File: src/rtl/fir32lp_pkg.sv
// shared constants and coefficient table for the fir32 low-pass filter
package fir32lp_pkg;

    localparam int DEF_TAP_COUNT    = 32;
    localparam int DEF_SAMPLE_WIDTH = 16;
    localparam int COEF_WIDTH       = 16;
    localparam int FRAC_BITS        = 15;
    localparam int COEF_TABLE_LEN   = 32;

    typedef logic signed [COEF_WIDTH-1:0] t_coef;

    // symmetric low-pass, q1.15
    localparam t_coef COEF_TABLE [COEF_TABLE_LEN] = '{
          16'sd30,   16'sd59,   16'sd89,  16'sd101,   16'sd54,  -16'sd87, -16'sd318, -16'sd571,
        -16'sd708, -16'sd560,   16'sd10, 16'sd1036, 16'sd2409, 16'sd3880, 16'sd5123, 16'sd5836,
         16'sd5836, 16'sd5123, 16'sd3880, 16'sd2409, 16'sd1036,  16'sd10, -16'sd560, -16'sd708,
        -16'sd571, -16'sd318,  -16'sd87,   16'sd54,  16'sd101,   16'sd89,   16'sd59,   16'sd30
    };

    // taps beyond the table carry zero weight
    function automatic t_coef coef_at(input int k);
        t_coef c;
        c = '0;
        if (k >= 0 && k < COEF_TABLE_LEN) begin
            c = COEF_TABLE[k];
        end
        return c;
    endfunction

endpackage

File: src/rtl/fir32lp_tap_cell.sv
// one tap cell of the transposed-form chain: multiply by a fixed weight, add neighbor
module fir32lp_tap_cell
    import fir32lp_pkg::*;
#(
    parameter int    SAMPLE_WIDTH = DEF_SAMPLE_WIDTH,
    parameter int    ACC_WIDTH    = DEF_SAMPLE_WIDTH + COEF_WIDTH + 5,
    parameter t_coef COEF         = '0
) (
    input  logic                           i_clk,
    input  logic                           i_rst_n,
    input  logic                           i_en,
    input  logic signed [SAMPLE_WIDTH-1:0] i_sample,
    input  logic signed [ACC_WIDTH-1:0]    i_sum,
    output logic signed [ACC_WIDTH-1:0]    o_sum
);

    localparam int PROD_WIDTH = SAMPLE_WIDTH + COEF_WIDTH;

    logic signed [PROD_WIDTH-1:0] w_prod;
    logic signed [ACC_WIDTH-1:0]  r_sum;
    logic signed [ACC_WIDTH-1:0]  n_sum;

    assign w_prod = PROD_WIDTH'(i_sample) * PROD_WIDTH'(COEF);
    assign n_sum  = ACC_WIDTH'(w_prod) + i_sum;

    always_ff @(posedge i_clk) begin
        if (!i_rst_n) begin
            r_sum <= '0;
        end else if (i_en) begin
            r_sum <= n_sum;
        end
    end

    assign o_sum = r_sum;

endmodule

File: config.mk
export PLATFORM = sky130hd
export DESIGN_NAME = fir32lp_tap_cell
export DESIGN_NICKNAME = d
export VERILOG_FILES = /design/src/rtl/fir32lp_pkg.sv /design/src/rtl/fir32lp_tap_cell.sv
export SDC_FILE = /design/constraint.sdc
export NUM_CORES = 1
export LEC_CHECK = 0
export ABC_AREA = 1
export BUFFER_PORTS_ARGS = -buffer_cell sky130_fd_sc_hd__clkbuf_2
export CAP_MARGIN = 25
export CELL_PAD_IN_SITES_DETAIL_PLACEMENT = 0
export CELL_PAD_IN_SITES_GLOBAL_PLACEMENT = 1
export CORE_MARGIN = 5
export CORE_UTILIZATION = 29
export CTS_CLUSTER_DIAMETER = 120
export DETAILED_ROUTE_END_ITERATION = 7
export GPL_TIMING_DRIVEN = 0
export PLACE_DENSITY = 0.92
export SYNTH_ARGS = -nofsm -noshare
export SYNTH_HDL_FRONTEND = slang
export SYNTH_SLANG_ARGS = --single-unit
File: constraint.sdc
create_clock -name i_clk -period 1.67 [get_ports i_clk]
set_clock_uncertainty 0.05 [all_clocks]
set_input_delay 0.167 -clock i_clk [delete_from_list [all_inputs] [get_ports i_clk]]
set_output_delay 0.167 -clock i_clk [all_outputs]
set_load 0.02 [all_outputs]
# --- Yosys cells after proc, flatten, opt, wreduce, memory -nomap -nowiden ---
# Cells that the tools add are included.
word_totals:
  regBits: 37
  inputBits: 56
  output_inout_bits: 37

# --- Depth between registers and ports, before layout ---
depth:
  ltp_word: 0
  mapped_depth: 5
  mapped_depth_nobuf: 4

# --- Worst setup path before layout ---
# OpenSTA, ideal clock, no wires.
synth_path:
  path_type: "input-to-reg"
  from: "input i_en"
  to: "register r_sum[10], in the netlist o_sum[10]"
  path_stages: 4
  arrival_time_ns: 0.609
  slack_ns: 0.898
  path_buffers: 2
  required_ns: 1.507
  path_cell_list: "buf_4 -> buf_4 -> nor2_1 -> nor2_1"
synth_rtl:
  columns: ["element", "line_no", "text"]
  rows:
  - ["from (decl)", "fir32lp_tap_cell.sv:11", "input logic i_en,"]
  - ["to (signal assigned)", "fir32lp_tap_cell.sv:30", "r_sum <= n_sum;"]
  - ["to (decl)", "fir32lp_tap_cell.sv:20", "logic signed [ACC_WIDTH-1:0] r_sum;"]

# --- Worst setup path after layout ---
layout_path:
  from: "register r_sum[6], in the netlist o_sum[6]"
  to: "output o_sum[6]"
layout_rtl:
  columns: ["element", "line_no", "text"]
  rows:
  - ["to (decl)", "fir32lp_tap_cell.sv:14", "output logic signed [ACC_WIDTH-1:0] o_sum"]
# No word-level cell between the ends.

==> flow_metrics.env <==
export IMPL_p_total_mw=1.92
export IMPL_cp_top_family="flip-flops"
export IMPL_nets=371
export IMPL_row_count=26
export IMPL_drt_first_pass_iters=4
export IMPL_die_w_um=82.6
export IMPL_drtIter0Drc=39
export IMPL_vdd_ir_drop_max_uv=471
export IMPL_synth_warnings=0
export IMPL_crit_path_max_incr_delay_ns=0.35
export IMPL_viasPerCell=3.84
export IMPL_drtAntennaViolNets=0
export IMPL_fillers=588
export IMPL_required_ns=1.45
export IMPL_cts_buffers=5
export IMPL_grt_max_degree=12
export IMPL_synth_distinct_cells=7
export IMPL_rrSetupSlack_ns=1.06
export IMPL_seqPwrFrac_pct=50.7
export IMPL_final_cells=386
export IMPL_finalCriticalPeriod_ns=1.03
export IMPL_worstSetupPathDepth=1
export IMPL_r2r_start="o_sum[34]$_SDFFE_PN0P_"
export IMPL_dp_hpwl_mm=2.79
export IMPL_syn_area_sq_um=1530
export IMPL_sw_frac_of_total_pct=28.6
export IMPL_post_cts_buffers=0
export IMPL_overflow=0
export IMPL_clk_latency_ns=0.28
export IMPL_syn_nets=290
export IMPL_grt_usage_pct=11.5
export IMPL_syn_avg_cell_area_sq_um=6.52
export IMPL_internal_power_mw=1.37
export IMPL_fp_coreArea_sq_um=5110
export IMPL_ys_seq_elements=37
export IMPL_path_buf_inv=1
export IMPL_status="complete, no violations"
export IMPL_vias=1481
export IMPL_finalCritPeriodShare_pct=61.5
export IMPL_critPathSlowestCell="dfxtp_1"
export IMPL_post_cts_resized_instances=0
export IMPL_hp_class="in2reg"
export IMPL_critPathMaxFanout=2
export IMPL_fin_setup_tns_ns=0
export IMPL_worstMarginPinSlew_ns=0.186
export IMPL_p_comb_share_pct=18.3
export IMPL_portBuffers=74
export IMPL_largest_reg_flops=37
export IMPL_drt_wl_total_mm=3.68
export IMPL_critPathArrivalTime_ns=0.81
export IMPL_powerDensity_nw_per_um2=931
export IMPL_grt_pass1_vias=1379
export IMPL_hold_violations=0
export IMPL_drv_cap=0
export IMPL_p_leak_nw=1.27
export IMPL_rsz0062_at_grt="no"
export IMPL_area_delta_synth_final_pct=35.4
export IMPL_wl_per_cell_um=9.53
export IMPL_crit_path_end="o_sum[6]"
export IMPL_globalplace_congestion=0.670
export IMPL_clkPwrFrac_pct=31.0
export IMPL_start_util_pct=29.9
export IMPL_clockBufferDepth=2
export IMPL_reg2reg_to="o_sum[34]$_SDFFE_PN0P_"
export IMPL_timing_max_slew_rel_slack_pct=87.6
export IMPL_switchingPower_mw=0.551
export IMPL_critPathKind="reg2out"
export IMPL_ctsHtreeMaxLevel=2
export IMPL_synth_seq_area_share_pct=48.5
export IMPL_clk_pin_slew_ns=0.08
export IMPL_cts_tree="done"
export IMPL_antenna_found_initial=0
export IMPL_path_cells="clkbuf_2"
export IMPL_fmax_mhz=973
export IMPL_die_h_um=82.6
export IMPL_cts_root_buf="clkbuf_8"
export IMPL_cts_hold_buffers=0
export IMPL_ioPinCount=93
export IMPL_setup_viol=0
export IMPL_drive_gt1_share_pct=29.4
export IMPL_ff2ff_path_depth=2
export IMPL_grt_pass1_wl_mm=6.02
export IMPL_die_area_sq_um=6810
export IMPL_dp_cells=378
export IMPL_end_kind="primary output"
export IMPL_diodes=0
export IMPL_drc_errors=0
export IMPL_startpoint="o_sum[6]$_SDFFE_PN0P_"
export IMPL_cts_sinks=37
export IMPL_maxSlewViolCount=0
export IMPL_start_kind="flip-flop"
export IMPL_netlist_instances=234
final cells by class:
class,instances,area [sq um],share of cell area [%]
timing repair buffer,74,370,17.9
buffer,12,91.3,4.42
multi-input combinational,148,556,26.9
tap,70,87.6,4.24
inverter,37,139,6.72
clock inverter,2,10.0,0.484
sequential,37,741,35.8
clock buffer,6,72.6,3.51
power groups by stage:
stage	clock (mW)	combinational, mW	sequential, mW
floorplan	0	0.150	1.07
global placement	0	0.355	0.995
detailed placement	0	0.360	0.997
CTS	0.624	0.362	0.977
global route	0.655	0.401	0.985
finish	0.596	0.352	0.976
worst register-to-register path: cells and delay by family (launching register included):
kind	cells	cell delay [ns]
DFF	1	0.32
and+or+nand+nor	2	0.15
through the flow:
stage	worst slack (ns)	hold slack [ns]	utilization, %	cell area, sq um
after floorplan	0.898	0.305	-	1530
after global placement	0.820	0.395	38.9	1980
after detailed placement	0.796	0.399	38.9	1980
after CTS	0.626	0.0887	40.5	2070
after global routing	0.595	0.0974	40.5	2070
final	0.642	0.101	40.5	2070
synth_stat cells:
cell type,number,area [sq um]
buf_2,4,20.0
buf_6,3,33.8
nand2_1,74,278
dfxtp_1,37,741
inv_1,37,139
buf_4,5,37.5
nor2_1,74,278
cells in the final DEF (no fill, tap or decap):
| master | n |
|---|---|
| nand2_1 | 74 |
| buf_6 | 3 |
| clkbuf_8 | 5 |
| clkinv_2 | 2 |
| dfxtp_1 | 37 |
| buf_2 | 4 |
| nor2_1 | 74 |
| clkbuf_2 | 74 |
| inv_1 | 37 |
| buf_4 | 5 |
| clkbuf_1 | 1 |
kinds of logic after synthesis:
| kind of cell | count (synthesis) | share of synthesized area [%] |
|---|---|---|
| buffers and inverters | 49 | 15.1 |
| flip-flops | 37 | 48.5 |
| AND/OR/NAND/NOR | 148 | 36.4 |
worst min path at each step:
stage             start                    end  depth (start not counted)
3_5_place_dp   i_sum[7]  o_sum[7]$_SDFFE_PN0P_                          5
2_1_floorplan  i_sum[0]  o_sum[0]$_SDFFE_PN0P_                          4
5_1_grt        i_sum[7]  o_sum[7]$_SDFFE_PN0P_                          5
3_3_place_gp   i_sum[0]  o_sum[0]$_SDFFE_PN0P_                          5
6_report       i_sum[8]  o_sum[8]$_SDFFE_PN0P_                          5
4_1_cts        i_sum[7]  o_sum[7]$_SDFFE_PN0P_                          5
layer usage:
| layer | wire length (um) | share of wire [%] | global-route usage [%] | up-vias |
|---|---|---|---|---|
| li1 | - | - | - | 818 |
| met1 | 1580 | 43 | 13.4 | 611 |
| met2 | 1760 | 48 | 19.8 | 48 |
| met3 | 312 | 8.5 | 4.12 | 4 |
| met4 | 25 | 0.68 | 3.43 | 0 |
| met5 | 0 | 0 | 0 | - |
Power figures use the tool's default switching activity.
