### src/rtl/fir32lp_pkg.sv
// shared constants and coefficient table for the fir32 low-pass filter
package fir32lp_pkg;

    localparam int DEF_TAP_COUNT    = 32;
    localparam int DEF_SAMPLE_WIDTH = 16;
    localparam int COEF_WIDTH       = 16;
    localparam int FRAC_BITS        = 15;
    localparam int COEF_TABLE_LEN   = 32;

    typedef logic signed [COEF_WIDTH-1:0] t_coef;

    // symmetric low-pass, q1.15
    localparam t_coef COEF_TABLE [COEF_TABLE_LEN] = '{
          16'sd30,   16'sd59,   16'sd89,  16'sd101,   16'sd54,  -16'sd87, -16'sd318, -16'sd571,
        -16'sd708, -16'sd560,   16'sd10, 16'sd1036, 16'sd2409, 16'sd3880, 16'sd5123, 16'sd5836,
         16'sd5836, 16'sd5123, 16'sd3880, 16'sd2409, 16'sd1036,  16'sd10, -16'sd560, -16'sd708,
        -16'sd571, -16'sd318,  -16'sd87,   16'sd54,  16'sd101,   16'sd89,   16'sd59,   16'sd30
    };

    // taps beyond the table carry zero weight
    function automatic t_coef coef_at(input int k);
        t_coef c;
        c = '0;
        if (k >= 0 && k < COEF_TABLE_LEN) begin
            c = COEF_TABLE[k];
        end
        return c;
    endfunction

endpackage

### src/rtl/fir32lp_out_stage.sv
// scale, saturate and optionally invert the filter sum; holds the result beat
module fir32lp_out_stage
    import fir32lp_pkg::*;
#(
    parameter int SAMPLE_WIDTH = DEF_SAMPLE_WIDTH,
    parameter int ACC_WIDTH    = DEF_SAMPLE_WIDTH + COEF_WIDTH + 5
) (
    input  logic                           i_clk,
    input  logic                           i_rst_n,
    input  logic                           i_valid,
    input  logic signed [ACC_WIDTH-1:0]    i_acc,
    input  logic                           i_invert,
    output logic                           o_take,
    output logic                           o_valid,
    input  logic                           i_ready,
    output logic signed [SAMPLE_WIDTH-1:0] o_left_sample,
    output logic signed [SAMPLE_WIDTH-1:0] o_right_sample
);

    localparam logic signed [ACC_WIDTH-1:0] SAT_POS =
        ACC_WIDTH'((64'sd1 <<< (SAMPLE_WIDTH - 1)) - 64'sd1);
    localparam logic signed [ACC_WIDTH-1:0] SAT_NEG = -SAT_POS;
    localparam logic signed [ACC_WIDTH-1:0] ROUND_BIAS =
        ACC_WIDTH'((64'sd1 <<< FRAC_BITS) - 64'sd1);

    logic signed [ACC_WIDTH-1:0]    w_adj;
    logic signed [ACC_WIDTH-1:0]    w_quot;
    logic signed [ACC_WIDTH-1:0]    w_sat;
    logic signed [ACC_WIDTH-1:0]    w_final;
    logic                           r_valid;
    logic signed [SAMPLE_WIDTH-1:0] r_sample;

    // bias negative sums so the arithmetic shift truncates toward zero
    assign w_adj  = i_acc[ACC_WIDTH-1] ? (i_acc + ROUND_BIAS) : i_acc;
    assign w_quot = w_adj >>> FRAC_BITS;

    always_comb begin
        if (w_quot > SAT_POS) begin
            w_sat = SAT_POS;
        end else if (w_quot < SAT_NEG) begin
            w_sat = SAT_NEG;
        end else begin
            w_sat = w_quot;
        end
    end

    assign w_final = i_invert ? -w_sat : w_sat;
    assign o_take  = i_valid && (!r_valid || i_ready);

    always_ff @(posedge i_clk) begin
        if (!i_rst_n) begin
            r_valid <= 1'b0;
        end else if (o_take) begin
            r_valid <= 1'b1;
        end else if (i_ready) begin
            r_valid <= 1'b0;
        end
    end

    always_ff @(posedge i_clk) begin
        if (o_take) begin
            r_sample <= w_final[SAMPLE_WIDTH-1:0];
        end
    end

    assign o_valid        = r_valid;
    assign o_left_sample  = r_sample;
    assign o_right_sample = r_sample;

endmodule

### config.mk
export PLATFORM = sky130hd
export DESIGN_NAME = fir32lp_out_stage
export DESIGN_NICKNAME = d
export VERILOG_FILES = /design/src/rtl/fir32lp_pkg.sv /design/src/rtl/fir32lp_out_stage.sv
export SDC_FILE = /design/constraint.sdc
export NUM_CORES = 1
export LEC_CHECK = 0
export BUFFER_PORTS_ARGS = -buffer_cell sky130_fd_sc_hd__buf_2
export CAP_MARGIN = 10
export CORE_ASPECT_RATIO = 0.5
export CORE_MARGIN = 3
export CORE_UTILIZATION = 50
export CTS_CLUSTER_DIAMETER = 120
export DETAILED_ROUTE_END_ITERATION = 10
export PLACE_DENSITY_LB_ADDON = 0.12
export SETUP_SLACK_MARGIN = 0.1
export SYNTH_ARGS = -nofsm -noshare
export SYNTH_HDL_FRONTEND = slang
export SYNTH_SLANG_ARGS = --single-unit
export TNS_END_PERCENT = 5
### constraint.sdc
create_clock -name i_clk -period 5.65 [get_ports i_clk]
set_input_delay 1.13 -clock i_clk [delete_from_list [all_inputs] [get_ports i_clk]]
set_output_delay 1.13 -clock i_clk [all_outputs]
set_load 0.02 [all_outputs]
# Word level (Yosys, flattened, before mapping)
# Cells that the tools add are included.
# totals
regBits,17
in_bits,42
out_inout_bits,34
# classes
addsub,2
magnitude_cmp,2
mux,6
n_reduce_logical,4
# op_table
op,n
$mux 16,3
$add 37x16->37 const B,1
$mux 37,1
$gt 22x16->1 const B,1
$lt 22x16->1 const B,1
$neg 16->16,1
$mux 1,2
$reduce_bool 2->1,1
$logic_and 1x1->1,1
$logic_not 1->1,1
$logic_or 1x1->1,1

# Longest topological paths before layout
# depth
word_depth,7
ltp_mapped,15
depth_no_buf,13

# Worst setup path before layout
# No wires, ideal clock.
# synth_path
path_kind,input to register
startpoint,in i_acc[14]
endpoint,"reg r_sample[14], in the netlist o_left_sample[14] (data pin)"
setup_time_ps,138
arrival_ps,4483
required_ps,5512
path_slack_ps,1028
stages,14
n_path_buf,1
cell_sequence,or4_4 -> o41ai_2 -> buf_4 -> nor3_1 -> or3b_1 -> nor4_4 -> a21o_2 -> or3_1 -> inv_1 -> ha_1 -> nand3_1 -> nor3b_1 -> or4_1 -> nand4_1
# synth_via
elab_chain_cells,7
elab_cells_between_ends,8
cone_classes,add/sub (2); order compare (2); mux (4)
# synth_lines
item,line_no,rtl
"start, declared",fir32lp_out_stage.sv:11,"input logic signed [ACC_WIDTH-1:0] i_acc,"
$add 37x16->37 (*),fir32lp_out_stage.sv:34,assign w_adj = i_acc[ACC_WIDTH-1] ? (i_acc + ROUND_BIAS) : i_acc;
$mux 37 (*),fir32lp_out_stage.sv:34,
$lt 22x16->1,fir32lp_out_stage.sv:40,end else if (w_quot < SAT_NEG) begin
$mux 16,fir32lp_out_stage.sv:40,
$mux 16 (*),fir32lp_out_stage.sv:38,if (w_quot > SAT_POS) begin
$neg 16->16,fir32lp_out_stage.sv:47,assign w_final = i_invert ? -w_sat : w_sat;
$mux 16 (*),fir32lp_out_stage.sv:47,
named net w_final[14],fir32lp_out_stage.sv:29,logic signed [ACC_WIDTH-1:0] w_final;
"end signal, assigned",fir32lp_out_stage.sv:62,r_sample <= w_final[SAMPLE_WIDTH-1:0];
"end, declared",fir32lp_out_stage.sv:31,logic signed [SAMPLE_WIDTH-1:0] r_sample;
# The timed path passes the listed nets; every way through them passes the cells marked *.
# A chain may end at the register's enable or synchronous reset.

# Final worst setup path
# Ends and elaborated chain as after synthesis.

==> flow_metrics.py <==
metrics = {
    "run_status": {
        "status": "finished, final reports clean",
    },
    "clock_network": {
        "clk_pin_slew_ns": 0.06,
        "clockBufferDepth": 2,
        "cts_max_level": 1,
        "cts_buffers": 3,
        "post_cts_resized": 0,
        "cts_root_buf": "clkbuf_8",
        "cts_tree": "built",
        "cts_sinks": 17,
        "postCtsSetupBuffers": 0,
        "clock_latency_ns": 0.24,
        "ctsHoldBuffers": 0,
    },
    "route": {
        "post-route-drc-count": 0,
        "drt-total-wl_um": 5460,
        "routedWlPerCell_um": 15.6,
        "drtIter0Drc": 134,
        "drt_pass1_iterations": 5,
        "vias": 2139,
        "via_per_inst": 6.09,
        "postRouteAntennaNets": 0,
    },
    "synthesis": {
        "synthSimpleGateAreaFrac": 0.291,
        "synth_area_leaders": "edfxtp_1 (24%), buf_4 (6.3%), xnor2_1 (6.1%)",
        "synthesis.nets": 293,
        "synth_area_leader_cell": "edfxtp_1",
        "avgSynthCellArea_um2": 8.09,
        "postSynthCellCount": 250,
        "synth_top_family_by_area": "simple AND/OR/NAND/NOR gates",
        "syn_area_mm2": 0.00202,
        "synth_edf_count": 16,
        "async_flop_share": 0,
        "ys_seq_elements": 17,
        "yosys_warnings": 0,
        "yosys.area_share.adder": 0.00619,
        "ys_types": 60,
        "synth_compound_area_frac": 0.252,
        "synth_xor_area_frac": 0.0910,
        "synth.area.mux_share": 0.00495,
        "synth_top_area_share": 0.238,
        "ys.flop_type": "edfxtp_1",
        "ys_seq_area_frac": 0.248,
    },
    "layout": {
        "post-route-util": 0.640,
        "design_area_mm2": 0.00234,
        "final_cell_mix": "buf_2 (75), nor2_1 (23), edfxtp_1 (16)",
        "layout_commonest_cell": "buf_2",
        "nFillCells": 359,
        "areaGrowthSynthToFinish_pct": 15.8,
        "finalNonFillerCells": 351,
        "layout-drive-gt1-share": 0.310,
        "antenna_cells": 0,
        "final_nets": 344,
    },
    "worst_setup_path": {
        "slowest_delay_ns": 0.54,
        "crit_buf_inv": 2,
        "critPathLaunchType": "primary input",
        "slowest_stage": "or4_4",
        "path_class": "in -> reg",
        "critPathMaxFanout": 16,
        "critPathArrivalTime_ns": 5.01,
        "cp_cell_sequence": "buf_2, or4_4, nor4_1, o41ai_1, or3b_1, nor4_4, a21o_2, or3_1, inv_1, ha_1, nand3_1, nor3b_1, or4_1, nand4_1",
        "cp.required_ns": 5.75,
        "path_delay_family": "simple AND/OR/NAND/NOR gates",
        "end_kind": "flop",
    },
    "timing": {
        "hold_violations": 0,
        "rsz0062_at_grt": "false",
        "skew_ns": 0.00109,
        "relSlewSlack": 0.479,
        "worst-slew-pin-transition_ns": 0.772,
        "max_freq_ghz": 0.204,
        "fin_setup_tns_ns": 0,
        "fin_crit_sh": 0.870,
        "period_minus_slack_ns": 4.91,
        "slew_viol_final": 0,
        "setup_viol": 0,
    },
    "power_and_ir_drop": {
        "p_per_area_mw_per_mm2": 165,
        "leakagePower_nw": 0.915,
        "ir_drop_uv": 84.1,
        "p_total_mw": 0.386,
    },
    "global_route": {
        "grt_max_degree": 18,
        "grt_pass1_wl_um": 8650,
        "grt-ovfl-total": 0,
        "grt_pass1_vias": 1774,
        "antenna_found_initial": 0,
        "track_usage": 0.226,
    },
    "floorplan": {
        "dieHeight_um": 51.0,
        "die_area_mm2": 0.00489,
        "die_x_um": 95.9,
        "row_count": 15,
        "ios": 76,
        "initial_utilization": 0.552,
        "core_region_area_mm2": 0.00366,
    },
    "place": {
        "numPortBuffers": 75,
        "dpl_cell_area_mm2": 0.00230,
        "dp_hpwl_um": 4510,
        "place_inst": 347,
        "gp_congestion": 0.983,
    },
    "min_path": {
        "hold_path_class": "reg -> reg",
    },
    "job": {
        "cap_violations": 0,
    },
}
through the flow:
stage | hold WS [ns] | worst slack [ns]
after global placement | 0.622 | 0.601
after floorplan | 0.709 | 1.03
final | 0.661 | 0.736
after global routing | 0.695 | 0.443
after detailed placement | 0.660 | 0.496
after CTS | 0.668 | 0.742
flip-flops by register name, indices dropped and copies added, names as in the netlist:
signal	flops
o_valid	1
o_left_sample	16
kinds of logic after synthesis:
family	after synthesis
AOI/OAI and AO/OA	69
buffers and inverters	39
DFF	17
and+or+nand+nor	102
xor gates and xnor gates	21
adders and majority gates	1
muxes	1
worst paths after layout:
path,cells past startpoint,slack (ns),end,start
setup / recovery,14,0.74,o_left_sample[14],i_acc[14]
hold / removal,2,0.66,o_valid,o_valid
setup reg to reg,3,4.53,o_left_sample[0],o_valid
hold reg to reg,2,0.66,o_valid,o_valid
cell usage after synthesis, types with 2 or more instances:
| cell | count |
|---|---|
| a32oi_1 | 2 |
| and2_1 | 4 |
| or3_1 | 2 |
| o31ai_1 | 3 |
| nor2_1 | 23 |
| xnor2_1 | 14 |
| nor3b_1 | 2 |
| buf_4 | 17 |
| o21ai_0 | 9 |
| clkbuf_1 | 14 |
| or4_4 | 3 |
| xor2_1 | 7 |
| a2111oi_0 | 2 |
| nand2_1 | 14 |
| and3_1 | 4 |
| or4_1 | 3 |
| o31a_1 | 5 |
| o41ai_1 | 2 |
| a21o_1 | 2 |
| edfxtp_1 | 16 |
| o21ai_1 | 6 |
| nor4_1 | 5 |
| a22oi_1 | 2 |
| o211ai_1 | 3 |
| nor3_1 | 6 |
| o221ai_1 | 2 |
| nand4_1 | 9 |
| a31oi_1 | 5 |
| nand3_1 | 14 |
| a211oi_1 | 2 |
| nor2b_1 | 3 |
| o21a_1 | 3 |
| and4_1 | 4 |
| inv_1 | 6 |
| a21oi_1 | 7 |
report_power, final:
| part | internal (mW) | switching, mW | leakage, nW |
|---|---|---|---|
| registers | 0.151 | 0.00388 | 0.163 |
| logic | 0.0539 | 0.0946 | 0.730 |
| clock network | 0.0498 | 0.0325 | 0.0228 |
| total | 0.255 | 0.131 | 0.915 |
worst register-to-register path, stage by stage, from the launching register on:
cell and delay, ns:
dfxtp_1 0.31, nor2b_1 0.14, nor2b_1 0.11, buf_4 0.24
routing by layer:
layer / GRT usage / routed length [um]
met2: 0.342 / 2170
met1: 0.349 / 2740
met4: 0.0354 / 17
met5: 0 / 0
met3: 0.0235 / 536
final cells by class:
type	instances	area, um^2	share of cell area
clock buffers	4	45.0	0.0192
inverters	6	22.5	0.00962
multi-input cells	194	1300	0.557
flip-flops and latches	17	500	0.214
well taps	51	63.8	0.0273
repair buffers	79	405	0.173
(Power assumes the default switching activity.)
